===== src/nsp_pkg.sv =====
// Shared types, constants and helper function of the numeric string parser.
package nsp_pkg;

  localparam int MAX_LEN_DEF = 255;

  localparam int CFG_IDX_W  = 1;
  localparam int CFG_DATA_W = 6;
  localparam int BASE_W     = 6;
  localparam int CHAR_W     = 8;
  localparam int VALUE_W    = 64;
  localparam int DIGIT_W    = 5;
  localparam int STOP_W     = 8;

  // Configuration register indexes.
  localparam logic [CFG_IDX_W-1:0] CFG_BASE_SELECT = 1'd0;
  localparam logic [CFG_IDX_W-1:0] CFG_SIGNED_MODE = 1'd1;

  localparam logic [BASE_W-1:0] BASE_RESET = 6'd10;
  localparam logic [BASE_W-1:0] BASE_AUTO  = 6'd0;
  localparam logic [BASE_W-1:0] BASE_OCT   = 6'd8;
  localparam logic [BASE_W-1:0] BASE_DEC   = 6'd10;
  localparam logic [BASE_W-1:0] BASE_HEX   = 6'd16;

  // Character codes.
  localparam logic [CHAR_W-1:0] CH_SPACE = 8'h20;
  localparam logic [CHAR_W-1:0] CH_TAB   = 8'h09;
  localparam logic [CHAR_W-1:0] CH_CR    = 8'h0D;
  localparam logic [CHAR_W-1:0] CH_PLUS  = 8'h2B;
  localparam logic [CHAR_W-1:0] CH_MINUS = 8'h2D;
  localparam logic [CHAR_W-1:0] CH_ZERO  = 8'h30;
  localparam logic [CHAR_W-1:0] CH_NINE  = 8'h39;
  localparam logic [CHAR_W-1:0] CH_A_UP  = 8'h41;
  localparam logic [CHAR_W-1:0] CH_F_UP  = 8'h46;
  localparam logic [CHAR_W-1:0] CH_A_LO  = 8'h61;
  localparam logic [CHAR_W-1:0] CH_F_LO  = 8'h66;
  localparam logic [CHAR_W-1:0] CH_X_UP  = 8'h58;
  localparam logic [CHAR_W-1:0] CH_X_LO  = 8'h78;

  localparam logic [DIGIT_W-1:0] NOT_DIGIT = 5'd16;

  typedef enum logic [2:0] {
    PH_SPACE,
    PH_SIGNED,
    PH_ZERO,
    PH_XSEEN,
    PH_DIGITS,
    PH_DONE
  } phase_t;

  // Per-string parse state (position counters are kept apart, their width
  // follows the length limit).
  typedef struct packed {
    phase_t               phase;
    logic [BASE_W-1:0]    active_base;
    logic [VALUE_W-1:0]   acc;
    logic                 neg;
    logic                 seen;
    logic                 ovf;
  } parse_state_t;

  localparam parse_state_t STATE_CLEAR = '{
    phase:       PH_SPACE,
    active_base: '0,
    acc:         '0,
    neg:         1'b0,
    seen:        1'b0,
    ovf:         1'b0
  };

  // Hex digit value, NOT_DIGIT for anything else.
  function automatic logic [DIGIT_W-1:0] digit_of(input logic [CHAR_W-1:0] c);
    logic [DIGIT_W-1:0] d;
    d = NOT_DIGIT;
    if (c >= CH_ZERO && c <= CH_NINE) begin
      d = DIGIT_W'(c - CH_ZERO);
    end else if (c >= CH_A_LO && c <= CH_F_LO) begin
      d = DIGIT_W'(c - CH_A_LO + 8'd10);
    end else if (c >= CH_A_UP && c <= CH_F_UP) begin
      d = DIGIT_W'(c - CH_A_UP + 8'd10);
    end
    return d;
  endfunction

endpackage


===== src/nsp_step.sv =====
// Next-state logic of the parser for one character: phase, base, multiply-add.
module nsp_step #(
  parameter int MAX_LEN = nsp_pkg::MAX_LEN_DEF,
  parameter int POS_W   = $clog2(MAX_LEN + 1)
) (
  input  nsp_pkg::parse_state_t             st,
  input  logic [POS_W-1:0]                  pos,
  input  logic [POS_W-1:0]                  stop,
  input  logic [nsp_pkg::CHAR_W-1:0]        ch,
  input  logic [nsp_pkg::BASE_W-1:0]        base_sel,
  output nsp_pkg::parse_state_t             st_next,
  output logic [POS_W-1:0]                  pos_next,
  output logic [POS_W-1:0]                  stop_next
);

  localparam int PROD_W = nsp_pkg::VALUE_W + nsp_pkg::BASE_W;

  logic [nsp_pkg::DIGIT_W-1:0] d;
  logic                        first_phase;
  logic                        first_zero;
  logic [nsp_pkg::BASE_W-1:0]  first_base;
  logic [nsp_pkg::BASE_W-1:0]  use_base;
  logic [PROD_W-1:0]           prod;
  logic                        digit_ok;
  logic                        is_space;
  logic                        is_x;
  logic [POS_W-1:0]            pos_inc;

  assign d           = nsp_pkg::digit_of(ch);
  assign first_phase = (st.phase == nsp_pkg::PH_SPACE) || (st.phase == nsp_pkg::PH_SIGNED);
  assign first_zero  = (ch == nsp_pkg::CH_ZERO) &&
                       (base_sel == nsp_pkg::BASE_AUTO || base_sel == nsp_pkg::BASE_HEX);
  assign first_base  = (base_sel == nsp_pkg::BASE_AUTO) ? nsp_pkg::BASE_DEC : base_sel;
  assign use_base    = first_phase ? first_base : st.active_base;
  // acc is zero in the leading phases, so one multiplier serves all cases.
  assign prod        = PROD_W'(st.acc) * PROD_W'(use_base) + PROD_W'(d);
  assign digit_ok    = (d != nsp_pkg::NOT_DIGIT) && ({1'b0, d} < use_base);
  assign is_space    = (ch == nsp_pkg::CH_SPACE) ||
                       (ch inside {[nsp_pkg::CH_TAB:nsp_pkg::CH_CR]});
  assign is_x        = (ch == nsp_pkg::CH_X_LO) || (ch == nsp_pkg::CH_X_UP);
  assign pos_inc     = pos + POS_W'(1);

  always_comb begin
    logic take;
    take      = 1'b0;
    st_next   = st;
    stop_next = stop;
    pos_next  = pos;

    if (pos >= POS_W'(MAX_LEN)) begin
      st_next.phase = nsp_pkg::PH_DONE;
    end else begin
      pos_next = pos_inc;
      case (st.phase)
        nsp_pkg::PH_SPACE: begin
          if (is_space) begin
            take = 1'b0;
          end else if (ch == nsp_pkg::CH_MINUS) begin
            st_next.neg   = 1'b1;
            st_next.phase = nsp_pkg::PH_SIGNED;
          end else if (ch == nsp_pkg::CH_PLUS) begin
            st_next.phase = nsp_pkg::PH_SIGNED;
          end else begin
            take = 1'b1;
          end
        end
        nsp_pkg::PH_SIGNED: begin
          take = 1'b1;
        end
        nsp_pkg::PH_ZERO: begin
          if (is_x) begin
            st_next.active_base = nsp_pkg::BASE_HEX;
            st_next.phase       = nsp_pkg::PH_XSEEN;
          end else begin
            take = 1'b1;
          end
        end
        nsp_pkg::PH_XSEEN, nsp_pkg::PH_DIGITS: begin
          take = 1'b1;
        end
        default: begin
          take = 1'b0;
        end
      endcase

      if (take) begin
        if (first_phase && first_zero) begin
          // leading zero: counts as a digit, may open an 0x prefix
          st_next.active_base = (base_sel == nsp_pkg::BASE_AUTO) ?
                                nsp_pkg::BASE_OCT : nsp_pkg::BASE_HEX;
          st_next.acc         = '0;
          st_next.seen        = 1'b1;
          st_next.phase       = nsp_pkg::PH_ZERO;
          stop_next           = pos_inc;
        end else begin
          st_next.active_base = use_base;
          if (digit_ok) begin
            st_next.acc   = prod[nsp_pkg::VALUE_W-1:0];
            st_next.ovf   = st.ovf | (|prod[PROD_W-1:nsp_pkg::VALUE_W]);
            st_next.seen  = 1'b1;
            st_next.phase = nsp_pkg::PH_DIGITS;
            stop_next     = pos_inc;
          end else begin
            st_next.phase = nsp_pkg::PH_DONE;
          end
        end
      end
    end
  end

endmodule


===== src/numeric_string_parser.sv =====
// Top level of the streaming string-to-integer parser.
//
// The parser takes one character per item and turns a string into a 64-bit
// integer the way strtoull/strtoll do: leading white space is skipped, one
// '+' or '-' is taken, base_select 0 detects the radix (0x -> 16, 0 -> 8,
// else 10), base 16 also skips a 0x prefix, and digits below the base are
// accumulated modulo 2^64 with a sticky wrapped flag. The item with
// last_char set produces one result (value, minus_seen, stop_index,
// no_digits, wrapped) and clears the per-string state; all other items
// produce nothing. Throughput is one item per clock, with or without
// results, except while a last item waits for the output register. An item
// passes the input register and its result is held in the output register.
// The cycle is set by the multiply-add of the accumulator by a 6-bit base in
// the step logic. A last item waits in the input register only while the
// output register holds a result that has not been taken. Configuration
// (base_select at index 0, signed_mode at index 1) is always ready and must
// be written while no string is in flight. Strings longer than MAX_LEN
// characters stop parsing at that offset.
module numeric_string_parser #(
  parameter int MAX_LEN = nsp_pkg::MAX_LEN_DEF
) (
  input  logic                               clk,
  input  logic                               rst,
  // character input
  input  logic                               in_valid,
  output logic                               in_ready,
  input  logic [nsp_pkg::CHAR_W-1:0]         char_code,
  input  logic                               last_char,
  // result output
  output logic                               out_valid,
  input  logic                               out_ready,
  output logic [nsp_pkg::VALUE_W-1:0]        value_bits,
  output logic                               minus_seen,
  output logic [nsp_pkg::STOP_W-1:0]         stop_index,
  output logic                               no_digits,
  output logic                               wrapped,
  // configuration writes
  input  logic                               cfg_valid,
  output logic                               cfg_ready,
  input  logic [nsp_pkg::CFG_IDX_W-1:0]      cfg_index,
  input  logic [nsp_pkg::CFG_DATA_W-1:0]     cfg_data
);

  localparam int POS_W = $clog2(MAX_LEN + 1);

  // config registers
  logic [nsp_pkg::BASE_W-1:0] base_select;
  logic                       signed_mode;

  // input register
  logic                        s1_valid;
  logic [nsp_pkg::CHAR_W-1:0]  s1_char;
  logic                        s1_last;
  logic                        advance;

  // parse state
  nsp_pkg::parse_state_t st;
  nsp_pkg::parse_state_t st_next;
  logic [POS_W-1:0]      pos;
  logic [POS_W-1:0]      pos_next;
  logic [POS_W-1:0]      stop;
  logic [POS_W-1:0]      stop_next;
  logic [POS_W+nsp_pkg::STOP_W-1:0] stop_wide;

  // result register; negation is applied on the way out
  logic [nsp_pkg::VALUE_W-1:0] res_acc;
  logic                        res_negate;

  assign cfg_ready = 1'b1;

  always_ff @(posedge clk) begin
    if (rst) begin
      base_select <= nsp_pkg::BASE_RESET;
      signed_mode <= 1'b0;
    end else if (cfg_valid && cfg_ready) begin
      case (cfg_index)
        nsp_pkg::CFG_BASE_SELECT: base_select <= cfg_data;
        nsp_pkg::CFG_SIGNED_MODE: signed_mode <= cfg_data[0];
        default: ;
      endcase
    end
  end

  // A non-last item always moves on; a last item needs the output slot.
  assign advance  = s1_valid && (!s1_last || !out_valid || out_ready);
  assign in_ready = !s1_valid || advance;

  always_ff @(posedge clk) begin
    if (rst) begin
      s1_valid <= 1'b0;
    end else if (in_ready) begin
      s1_valid <= in_valid;
    end
  end

  always_ff @(posedge clk) begin
    if (in_ready && in_valid) begin
      s1_char <= char_code;
      s1_last <= last_char;
    end
  end

  nsp_step #(
    .MAX_LEN (MAX_LEN),
    .POS_W   (POS_W)
  ) u_step (
    .st        (st),
    .pos       (pos),
    .stop      (stop),
    .ch        (s1_char),
    .base_sel  (base_select),
    .st_next   (st_next),
    .pos_next  (pos_next),
    .stop_next (stop_next)
  );

  // State updates per item; the last item of a string clears it.
  always_ff @(posedge clk) begin
    if (rst) begin
      st   <= nsp_pkg::STATE_CLEAR;
      pos  <= '0;
      stop <= '0;
    end else if (advance) begin
      if (s1_last) begin
        st   <= nsp_pkg::STATE_CLEAR;
        pos  <= '0;
        stop <= '0;
      end else begin
        st   <= st_next;
        pos  <= pos_next;
        stop <= stop_next;
      end
    end
  end

  assign stop_wide = {{nsp_pkg::STOP_W{1'b0}}, stop_next};

  always_ff @(posedge clk) begin
    if (rst) begin
      out_valid <= 1'b0;
    end else if (advance && s1_last) begin
      out_valid <= 1'b1;
    end else if (out_ready) begin
      out_valid <= 1'b0;
    end
  end

  always_ff @(posedge clk) begin
    if (advance && s1_last) begin
      res_acc    <= st_next.acc;
      res_negate <= signed_mode && st_next.neg;
      minus_seen <= st_next.neg;
      // no digit: end pointer falls back to the string start
      stop_index <= st_next.seen ? stop_wide[nsp_pkg::STOP_W-1:0] : '0;
      no_digits  <= !st_next.seen;
      wrapped    <= st_next.ovf;
    end
  end

  assign value_bits = res_negate ? (nsp_pkg::VALUE_W'(0) - res_acc) : res_acc;

endmodule

===== config.mk =====
export PLATFORM = sky130hd
export DESIGN_NAME = numeric_string_parser
export DESIGN_NICKNAME = d
export VERILOG_FILES = /design/src/nsp_pkg.sv /design/src/nsp_step.sv /design/src/numeric_string_parser.sv
export SDC_FILE = /design/constraint.sdc
export NUM_CORES = 1
export LEC_CHECK = 0
export CORE_AREA = 4 4 184 186
export CTS_CLUSTER_SIZE = 14
export DETAILED_ROUTE_END_ITERATION = 12
export DIE_AREA = 0 0 188 190
export DONT_BUFFER_PORTS = 1
export PLACE_DENSITY = 0.92
export SYNTH_ARGS = -nofsm -noshare
export SYNTH_HDL_FRONTEND = slang
export SYNTH_SLANG_ARGS = --single-unit

===== constraint.sdc =====
create_clock -name clk -period 7.6 [get_ports clk]
set_input_delay 2.28 -clock clk [delete_from_list [all_inputs] [get_ports clk]]
set_output_delay 2.28 -clock clk [all_outputs]
set_load 0.01 [all_outputs]

# --- After elaboration in Yosys (flattened, before gate mapping) ---
# Cells that the tools add are included.
totals:
  reg_bits: 186
  wordCells: 134
  output_inout_bits: 78
  inputBits: 21
op_classes:
  bitwise_logic: 2
  mul: 1
  n_reduce_logical: 35
  add_sub_neg: 8
  order_cmp: 10
  eq_ne: 16
  n_mux: 42
ops:
  columns: ["cell", "n"]
  rows:
  - ["2-to-1 mux 73 bit", 3]
  - ["2-to-1 mux 64 bit", 2]
  - ["2-to-1 mux 76 bit", 1]
  - ["adder 70 x 5 -> 70 bit", 1]
  - ["multiplier 64 x 6 -> 70 bit", 1]
  - ["subtractor 1 x 64 -> 64 bit, first input constant", 1]
  - ["2-to-1 mux 8 bit", 7]
  - ["== test 8 x 6 -> 1 bit, second input constant", 4]
  - ["2-to-1 mux 5 bit", 4]
  - ["2-to-1 mux 6 bit", 3]
  - ["== test 8 x 7 -> 1 bit, second input constant", 2]
  - ["greater-or-equal comparator 8 x 7 -> 1 bit, second input constant", 2]
  - ["<= comparator 8 x 7 -> 1 bit, second input constant", 2]
  - ["2-to-1 mux 1 bit", 13]
  - ["2-to-1 mux 3 bit", 4]
  - ["logical AND 1 bit", 11]
  - ["adder 5 x 4 -> 5 bit, second input constant", 2]
  - ["inequality test 5 bit, second input constant", 2]
  - ["subtractor 5 x 1 -> 5 bit, second input constant", 2]
  - ["2-to-1 mux 9 bit", 1]
  - ["adder 8 x 1 -> 8 bit, second input constant", 1]
  - ["greater-or-equal comparator 8 x 4 -> 1 bit, second input constant", 1]
  - ["greater-or-equal comparator 8 x 6 -> 1 bit, second input constant", 1]
  - ["greater-or-equal comparator 8 bit, second input constant", 1]
  - ["28 further kinds", 42]

# --- Longest topological paths before layout ---
# Gate-level depths: netlist (run 1).
depth:
  word_depth: 13
  ltp_mapped: 28
  depth_no_buf: 25

# --- Modules after synthesis ---
# A second synthesis (run 1) with hierarchy kept.
hier_totals:
  cells_unflattened: 2324
  hier_area_um2: 21964.8
by_module_without_submodules:
  columns: ["module", "area_each_um2", "cells_per_inst", "n_inst", "seq_area_each_um2"]
  rows:
  - ["nsp_step", 14486.4, 1670, 1, 0.0]
  - ["numeric_string_parser", 7478.4, 654, 1, 4574.4]

# --- Least setup slack after synthesis (run 1) ---
# No wires, ideal clock.
synth_path:
  path_kind: "input-to-reg"
  start: "input port out_ready"
  end: "register stop[7]"
  setup_time_ns: 0.117
  path_stages: 8
  path_buffers: 0
  arrival_ns: 6.750
  setup_slack_ns: 0.733
  required_time_ns: 7.483
  path_cell_list: "nor2b_1 nand2_1 nand2_1 nor2_1 nor2_1 nand2_1 nor2_1 a22o_1"
synth_between:
  elab_chain_len: 2
synth_lines:
  columns: ["element", "line_no", "source"]
  rows:
  - ["start: declaration", "numeric_string_parser.sv:31", "input logic out_ready,"]
  - ["logical OR 1 bit", "numeric_string_parser.sv:85", "assign advance = s1_valid && (!s1_last || !out_valid || out_ready);"]
  - ["logical AND 1 bit", "numeric_string_parser.sv:85", null]
  - ["end signal: assignment", "numeric_string_parser.sv:131", "stop <= stop_next;"]
  - ["end: declaration", "numeric_string_parser.sv:61", "logic [POS_W-1:0] stop;"]
# Every way passes these cells.
# A chain may end at the register's enable or synchronous reset.

==> metrics.txt, run 1 <==
run status complete, no violations; synth top area cells fa_1, edfxtp_1, dfxtp_1; Layout Utilization 69.1%; final period utilization 97.6%; DR vias/cell 6.82; Leak Pwr 10.4 nW; ANT cells 0; routed via count 17,600; crit path DAT 7.60 ns; Nets 2,553; sequential area share after synthesis 21.4%; Hold EP signed_mode; Max Slew Vio Count 0; Yosys top cell by area fa_1; Post-Synthesis Cells 2,212; Max VDD drop 0.160 mV; worst endpoint required time 7.78 ns; maximum buffer depth of the clock tree 2; CP endpoint kind register; most common cell after layout, fill and taps aside nor2b_1; Global Route Usage Sum 33.6%; worst r2r src base_select[5]; Post-Route WL 59,300 µm; Unique masters post-synth 77; final hold violation count 0; I/O Pins 99; routability congestion estimate from global placement 0.994; syn nets 2,640; number of synthesized register bits 186; global-route wire length before repair 97,100 µm; die height 190 µm; pin count of the biggest net entering global routing 79; PortBufs 0; RSZ-0062 raised after global routing false; maximum clock rate 135 MHz; Post-synth EDFFs 85; Final Setup Violations 0; CP Launch Type register; Crit Path Max Fanout 42; Wirelength per Cell 23.0 µm; H-tree level count 4; clock skew 0.0156 ns; post-CTS setup buffer count 0; worst-skew pair later-pin latency 0.47 ns; Overflow after GRT 0; Setup CP Type register to register; layout cells sized above 1 3.88%; synth warn 0; Num CTS Buffers 17; Initial Utilization 66.3%; core area 0.0323 mm²; hold_sp signed_mode; area growth from synthesis to final layout 4.23%; top_reg_cell synth dfxtp_1; CTS tree done; DRC violations left 0; share of the synthesized area in the top cell type 23.5%; clock tree root driver cell clkbuf_16; post-CTS resize count 0; FF-to-FF path depth 23; vias in the first global route 18,700; ANT nets after route 0; Period minus WS final 7.42 ns; worst rel slew slack 7.61%; antenna violations before repair 2; commonest non-fill, non-tap cells in the layout nor2b_1, fa_1, ha_1; total negative setup slack 0 ns; Clk pin slew, worst setup/hold paths 0.09 ns; Netlist Area Pre-Place 0.0214 mm²; Die Footprint 0.0357 mm²; Post-CTS Hold Fix Bufs 0; Synth async-reset ratio 0%; Die W 188 µm; Worst-Margin Slew 1.39 ns; HPWL reported at the end of detailed placement 42,300 µm; reg-to-reg slack, setup 0.18 ns; WHS Path Cells 2; PwrDens 99.4 mW/mm²; DRT iter0 DRCs 1,642; worst min-delay path category register to register; drt pass-1 iters 6; clock sink count 186; total of max-cap violations 0; RR Endpoint wrapped; Avg Inst Size Synth 9.68 µm²; cell row count 66
==> synth_stat cells, types with 4 or more instances <==
master    instances
clkbuf_1        114
o21ai_0          73
edfxtp_1         85
a22o_1          120
o21ai_2           4
o211ai_1          8
a22oi_1           9
nand3_1          47
nor3_1           22
xnor2_1         102
fa_1            251
xor2_1           31
a211oi_1         11
nand2_1         115
or4_1            14
o21a_1            6
dfxtp_1         101
and3_1           14
o41ai_1           9
nor2_1           93
a31oi_1          12
a21oi_1         103
or4_4             4
ha_1            156
buf_1             8
nor4_1           10
a21o_1           43
nand3b_1          4
a311oi_1          4
or2_2             5
mux2i_1           7
nand4_1          20
and2_1          131
or3_1            15
nor2b_1         261
nand2b_1         14
o21bai_1         11
a211o_1           7
inv_1            78
o31ai_1          27
==> power by group <==
| part | total (mW) | switching [mW] | internal [mW] | leakage, nW |
|---|---|---|---|---|
| clock | 0.922 | 0.476 | 0.446 | 0.292 |
| combinational | 0.199 | 0.153 | 0.0461 | 8.49 |
| sequential | 1.10 | 0.0284 | 1.07 | 1.61 |
| total | 2.22 | 0.658 | 1.56 | 10.4 |
==> registers in the layout, indices dropped and copies added, names as in the netlist <==
signal	count
s1_char	8
wrapped	1
out_valid	1
s1_last	1
res_negate	1
stop_index	8
st	76
res_acc	64
no_digits	1
pos	8
minus_seen	1
stop	8
base_select	6
signed_mode	1
s1_valid	1
==> stage by stage <==
step / total power [mW] / instance area, µm² / worst slack, ns / hold slack (ns) / std cells
floorplan: 1.24 / 21400 / 0.733 / 0.425 / 2212
detailed placement: 1.31 / 21700 / 0.381 / 0.450 / 2546
global placement: 1.30 / 21700 / 0.606 / 0.432 / 2546
finish: 2.22 / 22300 / 0.180 / 0.467 / 2580
global route: 2.27 / 22300 / 0.0172 / 0.487 / 2580
CTS: 2.21 / 22300 / 0.283 / 0.470 / 2578
==> worst max-delay path, stage by stage, from the launching register on <==
cell and delay, ns:
dfxtp_1 0.41, nor3_1 0.09, nand2_1 0.10, nor2_1 0.05
or4_1 0.58, o21ai_4 0.29, buf_6 0.43, nor2b_1 0.14
fa_1 0.55, fa_1 0.45, fa_1 0.52, ha_1 0.32
ha_1 0.39, and3_1 0.23, and2_1 0.19, a221oi_1 0.33
nor2_1 0.12, o31a_1 0.25, nand3b_1 0.29, o21ai_0 0.54
o31ai_1 0.17, xnor2_1 0.15, nor4_1 0.32, a21oi_1 0.19
==> layout make-up <==
type,instances,area (µm²)
clock buffers,18,429
clock inverters,14,175
fillers,2264,9970
inverters,78,293
multi-input cells,1825,16200
flip-flops and latches,186,4570
well taps,442,553
repair buffers,17,135
==> routing by layer <==
| layer | global-route usage [%] | vias up | part of all wire, % |
|---|---|---|---|
| met1 | 40.7 | 8599 | 36 |
| li1 | - | 7564 | - |
| met4 | 17.3 | 4 | 5.9 |
| met3 | 7.82 | 302 | 10 |
| met2 | 56.3 | 1114 | 48 |
| met5 | 0 | - | 0.037 |
==> how the worst max path moves through the flow <==
stage,from,to,slack [ns],cells past startpoint
3_5_place_dp,base_select[5],wrapped,0.38,23
6_report,base_select[5],wrapped,0.18,23
4_1_cts,base_select[5],wrapped,0.28,23
5_1_grt,st[74],wrapped,0.02,22
2_1_floorplan,out_ready,stop[7],0.73,8
3_3_place_gp,base_select[5],wrapped,0.61,22
==> cells by family (layout without fill, tap and decap cells) <==
kind of cell | Yosys count | after routing | share of synthesized area, %
buf+inv | 203 | 127 | 3.60
mux | 9 | 9 | 0.432
compound gates | 488 | 490 | 16.1
flops | 186 | 186 | 21.4
other cells | 1 | 1 | 0.0175
xor+xnor | 133 | 133 | 5.44
fa+ha+maj | 407 | 407 | 32.6
simple gates | 785 | 785 | 20.5
No activity file was read; power rests on OpenSTA's default activity.
==> run 2: changes to the inputs <==
CORE_AREA = 4 4 253 255   (was 4 4 184 186)
DIE_AREA = 0 0 257 259   (was 0 0 188 190)
PLACE_DENSITY = 0.58   (was 0.92)
SLEW_MARGIN = 20   (was default)
==> run 2 against run 1 <==
  * Sequential cell count unchanged
  * Global-route usage fell by 15 points
  * Hold slack better by 0.0057 ns
  * Highest routed layer is now met4
==> metrics.txt, run 2 (synthesized netlist as in run 1, its figures left out) <==
routability congestion estimate from global placement 0.926 (-6.8%); Initial Utilization 34.8% (-32 points); cell row count 91 (+38%); FF-to-FF path depth 23 (unchanged); worst r2r src base_select[5]; pre-CTS WS 0.345 ns (-0.0360 ns); RR Endpoint wrapped; area growth from synthesis to final layout 6.95%; Largest Register st; Num CTS Buffers 17 (unchanged); Hold EP stop[0]; WHS Path Cells 2 (unchanged); PwrDens 97.4 mW/mm² (-2.0%); I/O Pins 99 (unchanged); clock skew 0.0201 ns (+0.00446 ns); HPWL reported at the end of detailed placement 46,600 µm (+10%); die height 259 µm (+36%); antenna violations before repair 1 (-1); ANT cells 0 (unchanged); Overflow after GRT 0 (unchanged); total negative setup slack 0 ns (unchanged); Post-CTS Hold Fix Bufs 0 (unchanged); layout cells sized above 1 4.29% (+0.41 points); Clk pin slew, worst setup/hold paths 0.08 ns (about the same); max FFs per register 76 (unchanged); worst-skew pair later-pin latency 0.47 ns (about the same); RSZ-0062 raised after global routing false; Worst-Margin Slew 1.09 ns (-0.296 ns); H-tree level count 4 (unchanged); CTS tree done; maximum buffer depth of the clock tree 2 (unchanged); vias in the first global route 17,400 (-6.6%); total of max-cap violations 0 (unchanged); Max Slew Vio Count 0 (unchanged); CP endpoint kind register; Leak Pwr 10.4 nW (+0.37%); Max VDD drop 0.153 mV (-4.4%); Crit Path Max Fanout 45 (+7.1%); DRT iter0 DRCs 1,057 (-36%); Die W 257 µm (+37%); run status complete, no violations; final period utilization 95.4% (-2.3 points); final hold violation count 0 (unchanged); setup slack after layout 0.351 ns (+0.171 ns); drt pass-1 iters 5 (-1); Setup CP Type register to register; CP Launch Type register; ANT nets after route 0 (unchanged); core area 0.0616 mm² (+91%); Period minus WS final 7.25 ns (-0.171 ns); worst min-delay path category register to register; crit path DAT 7.44 ns (-0.16 ns); Final Setup Violations 0 (unchanged); PortBufs 0 (unchanged); largest registers st (76), res_acc (64); most common cell after layout, fill and taps aside nor2b_1; global-route wire length before repair 99,800 µm (+2.9%); pin count of the biggest net entering global routing 80 (+1.3%); routed via count 16,700 (-4.8%); clock tree root driver cell clkbuf_16; worst endpoint required time 7.79 ns (about the same); reg-to-reg slack, setup 0.35 ns (+0.17 ns); DRC violations left 0 (unchanged); placed cell count 2,949 (+16%); DR vias/cell 5.61 (-18%); worst rel slew slack 27.4% (+20 points); hold_sp stop[0]; post-route non-filler standard cell count 2,981 (+16%); clock sink count 186 (unchanged); commonest non-fill, non-tap cells in the layout nor2b_1, fa_1, ha_1; Wirelength per Cell 20.5 µm (-11%); maximum clock rate 138 MHz (+2.4%); Nets 2,559 (+0.24%); Die Footprint 0.0666 mm² (+86%); Global Route Usage Sum 18.6% (-15 points); Post-Route WL 61,200 µm (+3.4%)
[run 2: report_power, final]
| part | total (mW) | switching, mW | internal, mW |
|---|---|---|---|
| Clock | 0.931 | 0.452 | 0.479 |
| Combinational | 0.202 | 0.152 | 0.0495 |
| Sequential | 1.10 | 0.0296 | 1.07 |
| Total | 2.23 | 0.633 | 1.60 |
[run 2: critical path, stage by stage (launching register included)]
cell      delay [ns]
dfxtp_1         0.40
nor3_1          0.08
nand2_1         0.09
nor2_1          0.05
or4_1           0.46
o21ai_4         0.16
buf_6           0.43
nor2b_1         0.13
fa_1            0.54
fa_1            0.45
fa_1            0.50
ha_1            0.31
ha_1            0.39
and3_1          0.27
and2_1          0.19
a221oi_1        0.37
nor2_1          0.14
o31a_1          0.26
nand3b_1        0.36
o21ai_0         0.58
o31ai_1         0.18
xnor2_1         0.15
nor4_1          0.32
a21oi_1         0.13
[run 2: layout make-up]
| type | instances | area, µm² |
|---|---|---|
| clock buffers | 22 | 497 |
| clock inverters | 10 | 92.6 |
| fillers | 6138 | 38700 |
| inverters | 78 | 293 |
| multi-input cells | 1823 | 16200 |
| flip-flops and latches | 186 | 4570 |
| well taps | 837 | 1050 |
| repair buffers | 25 | 231 |
[run 2: metrics by stage]
| stage | power, mW | cell area [µm²] | util [%] | hold WS [ns] |
|---|---|---|---|---|
| 6_report | 2.23 | 22900 | 37.2 | 0.473 |
| 5_1_grt | 2.31 | 22900 | 37.2 | 0.479 |
| 4_1_cts | 2.25 | 22900 | 37.1 | 0.467 |
| 3_5_place_dp | 1.32 | 22300 | 36.2 | 0.448 |
| 3_3_place_gp | 1.32 | 22300 | 36.1 | 0.437 |
| 2_1_floorplan | 1.24 | 21400 | - | 0.425 |
[run 2: routing by layer]
| layer | GRT usage (%) | up-vias | routed length, µm |
|---|---|---|---|
| li1 | - | 7580 | - |
| met1 | 24.8 | 8595 | 27100 |
| met2 | 31.4 | 493 | 29500 |
| met3 | 3.49 | 69 | 3540 |
| met4 | 4.55 | 0 | 1160 |
| met5 | 0 | - | 0 |
[run 2: timing repair]
action,4_1_cts,5_1_grt
buffers inserted,0,0
endpoints found under the setup margin,0,4
resized for setup,0,5
[run 2: how the worst max path moves through the flow]
stage                        start  endpoint  depth (start not counted)
global placement            st[75]   wrapped                         21
finish              base_select[5]   wrapped                         23
floorplan                out_ready   stop[7]                          8
detailed placement  base_select[5]   wrapped                         23
global route                st[75]   wrapped                         23
CTS                 base_select[5]   wrapped                         23
==> run 3: changes to the inputs <==
CORE_AREA = 4 4 213 215   (was 4 4 253 255)
DIE_AREA = 0 0 217 219   (was 0 0 257 259)
PLACE_DENSITY = 0.75   (was 0.58)
SYNTH_HIERARCHICAL = 1   (was default)
==> run 3 against run 2 <==
  * Power shrank 3.8%
  * Synthesized cell count grew 5.1%
  * First-iteration DRC count grew 51%
  * Count of clock-buffer cells in the layout shrank 4
  * Via count grew 4.3%
  * Clock skew grew 0.0022 ns
  * Register-to-register slack gained 0.14 ns
  * Critical path type unchanged
  * Critical endpoint is now st[0]
  * Highest routed layer unchanged
==> metrics.txt, run 3 <==
run status complete, no violations; routed via count 17,500 (+4.3%); Period minus WS final 7.11 ns (-0.139 ns); post-CTS setup buffer count 0 (unchanged); Setup CP Type register to register; syn nets 2,752 (+4.2%); final period utilization 93.6% (-1.8 points); FF-to-FF path depth 25 (+8.7%); Wirelength per Cell 20.9 µm (+1.8%); DR vias/cell 6.17 (+9.8%); worst min-delay path category register to register; WHS Path Cells 2 (unchanged); crit path DAT 7.49 ns (+0.05 ns); Die W 217 µm (-16%); layout cells sized above 1 4.38% (+0.086 points); worst endpoint required time 7.98 ns (+0.19 ns); max FFs per register 76 (unchanged); most common cell after layout, fill and taps aside nor2b_1; synth warn 6 (+6); worst rel slew slack 24.0% (-3.4 points); sequential area share after synthesis 20.8% (-0.54 points); H-tree level count 4 (unchanged); area growth from synthesis to final layout 4.85%; Yosys top cell by area fa_1; number of synthesized register bits 186 (unchanged); largest registers st (76), res_acc (64); Nets 2,654 (+3.7%); total of max-cap violations 0 (unchanged); Max VDD drop 0.144 mV (-5.8%); Initial Utilization 50.2% (+15 points); Post-Synthesis Cells 2,324 (+5.1%); WHS 0.485 ns (+0.0125 ns); Worst-Margin Slew 1.14 ns (+0.0504 ns); Largest Register st; PwrDens 93.1 mW/mm² (-4.3%); CP endpoint kind register; commonest cells in the netlist nor2b_1, fa_1, nor2_1; post-CTS resize count 0 (unchanged); Clk pin slew, worst setup/hold paths 0.09 ns (about the same); die height 219 µm (-15%); Max Slew Vio Count 0 (unchanged); top_reg_cell synth dfxtp_1; HPWL reported at the end of detailed placement 44,200 µm (-5.2%); core area 0.0437 mm² (-29%); maximum buffer depth of the clock tree 2 (unchanged); worst-skew pair later-pin latency 0.48 ns (about the same); Netlist Area Pre-Place 0.0220 mm² (+2.6%); share of the synthesized area in the top cell type 22.9% (-0.59 points); RSZ-0062 raised after global routing false; clock sink count 186 (unchanged); Post-Route WL 59,200 µm (-3.3%); maximum clock rate 141 MHz (+1.9%); Global Route Usage Sum 25.1% (+6.4 points); commonest non-fill, non-tap cells in the layout nor2b_1, fa_1, nor2_1; pin count of the biggest net entering global routing 102 (+28%); DRC violations left 0 (unchanged); vias in the first global route 17,600 (+1.1%); routability congestion estimate from global placement 0.984 (+6.3%); Reg area 0.00457 mm² (unchanged); drt pass-1 iters 5 (unchanged); clock skew 0.0223 ns (+0.00219 ns); PortBufs 0 (unchanged); global-route wire length before repair 96,200 µm (-3.7%); final hold violation count 0 (unchanged); Die Footprint 0.0475 mm² (-29%); clock tree root driver cell clkbuf_16; Final Setup Violations 0 (unchanged); Leak Pwr 10.1 nW (-3.2%); DRT iter0 DRCs 1,597 (+51%); total negative setup slack 0 ns (unchanged); Num CTS Buffers 17 (unchanged); ANT nets after route 0 (unchanged); Unique masters post-synth 75 (-2.6%); Post-synth EDFFs 85 (unchanged); fillers 3,975 (-35%); Post-CTS Hold Fix Bufs 0 (unchanged); synth top area cells fa_1, edfxtp_1, nor2b_1; cell row count 77 (-15%); antenna violations before repair 0 (-1); most common cell in the synthesized netlist nor2b_1; Overflow after GRT 0 (unchanged); Crit Path Max Fanout 31 (-31%); Avg Inst Size Synth 9.45 µm² (-2.4%); multi-input logic area 0.0166 mm² (+3.0%); CTS tree done; I/O Pins 99 (unchanged); Synth async-reset ratio 0% (unchanged); CP Launch Type register; ANT cells 0 (unchanged)
==> run 3: final timing paths <==
path         slack (ns)           to         from
min reg2reg        0.49  signed_mode  signed_mode
max                0.49        st[0]       st[75]
max reg2reg        0.49        st[0]       st[75]
min                0.49  signed_mode  signed_mode
==> run 3: cell type report <==
cell class | count | share of cell area, %
clock buffers | 18 | 1.86
clock inverters | 14 | 0.668
inverters | 81 | 1.32
multi-input cells | 1921 | 72.3
flip-flops and latches | 186 | 19.9
well taps | 592 | 3.22
repair buffers | 19 | 0.793
==> run 3: power breakdown <==
group / switching [mW] / total [mW] / internal, mW
logic: 0.127 / 0.166 / 0.0388
registers: 0.0146 / 1.07 / 1.05
clock network: 0.471 / 0.912 / 0.440
total: 0.613 / 2.15 / 1.53
==> run 3: kinds of logic (layout without fill, tap and decap cells) <==
logic type / after synthesis / in the layout / share of synthesized area [%]
compound gates: 509 / 509 / 16.2
fa+ha+maj: 407 / 407 / 31.8
other cells: 1 / 1 / 0.0171
buf+inv: 217 / 132 / 3.96
mux: 10 / 10 / 0.461
simple gates: 860 / 860 / 21.5
flops: 186 / 186 / 20.8
xor+xnor: 134 / 134 / 5.34
==> run 3: critical path, cell delays in order (launching register included) <==
cell      delay, ns
dfxtp_1        0.38
or2_2          0.41
or3_1          0.43
o21ai_4        0.34
buf_4          0.47
buf_4          0.27
nor2b_1        0.09
fa_1           0.50
inv_1          0.06
fa_1           0.50
fa_1           0.54
inv_1          0.04
ha_1           0.29
ha_1           0.43
and3_1         0.26
and2_1         0.19
nand4_1        0.12
o21bai_1       0.13
nand3_1        0.09
or3_1          0.39
xor2_1         0.16
a2111o_1       0.35
a21oi_1        0.15
a41oi_2        0.14
a22oi_1        0.17
nor2_1         0.06
==> run 3: metal layers <==
metal / GRT usage (%) / up-vias / part of all wire (%) / routed length [µm]
li1: - / 7876 / - / -
met1: 33.7 / 8771 / 42 / 24800
met2: 41.7 / 683 / 48 / 28500
met3: 3.68 / 129 / 6.4 / 3790
met4: 8.65 / 0 / 3.6 / 2130
met5: 0 / - / 0 / 0
==> run 3: through the flow <==
step | cell area (µm²) | worst slack [ns] | util (%) | instances | power (mW)
after floorplan | 22000 | 1.22 | - | 2324 | 1.20
after CTS | 23000 | 0.545 | 52.5 | 2829 | 2.15
final | 23000 | 0.489 | 52.7 | 2831 | 2.15
after global routing | 23000 | 0.106 | 52.7 | 2831 | 2.21
after global placement | 22400 | 0.748 | 51.2 | 2797 | 1.25
after detailed placement | 22400 | 0.555 | 51.2 | 2797 | 1.25
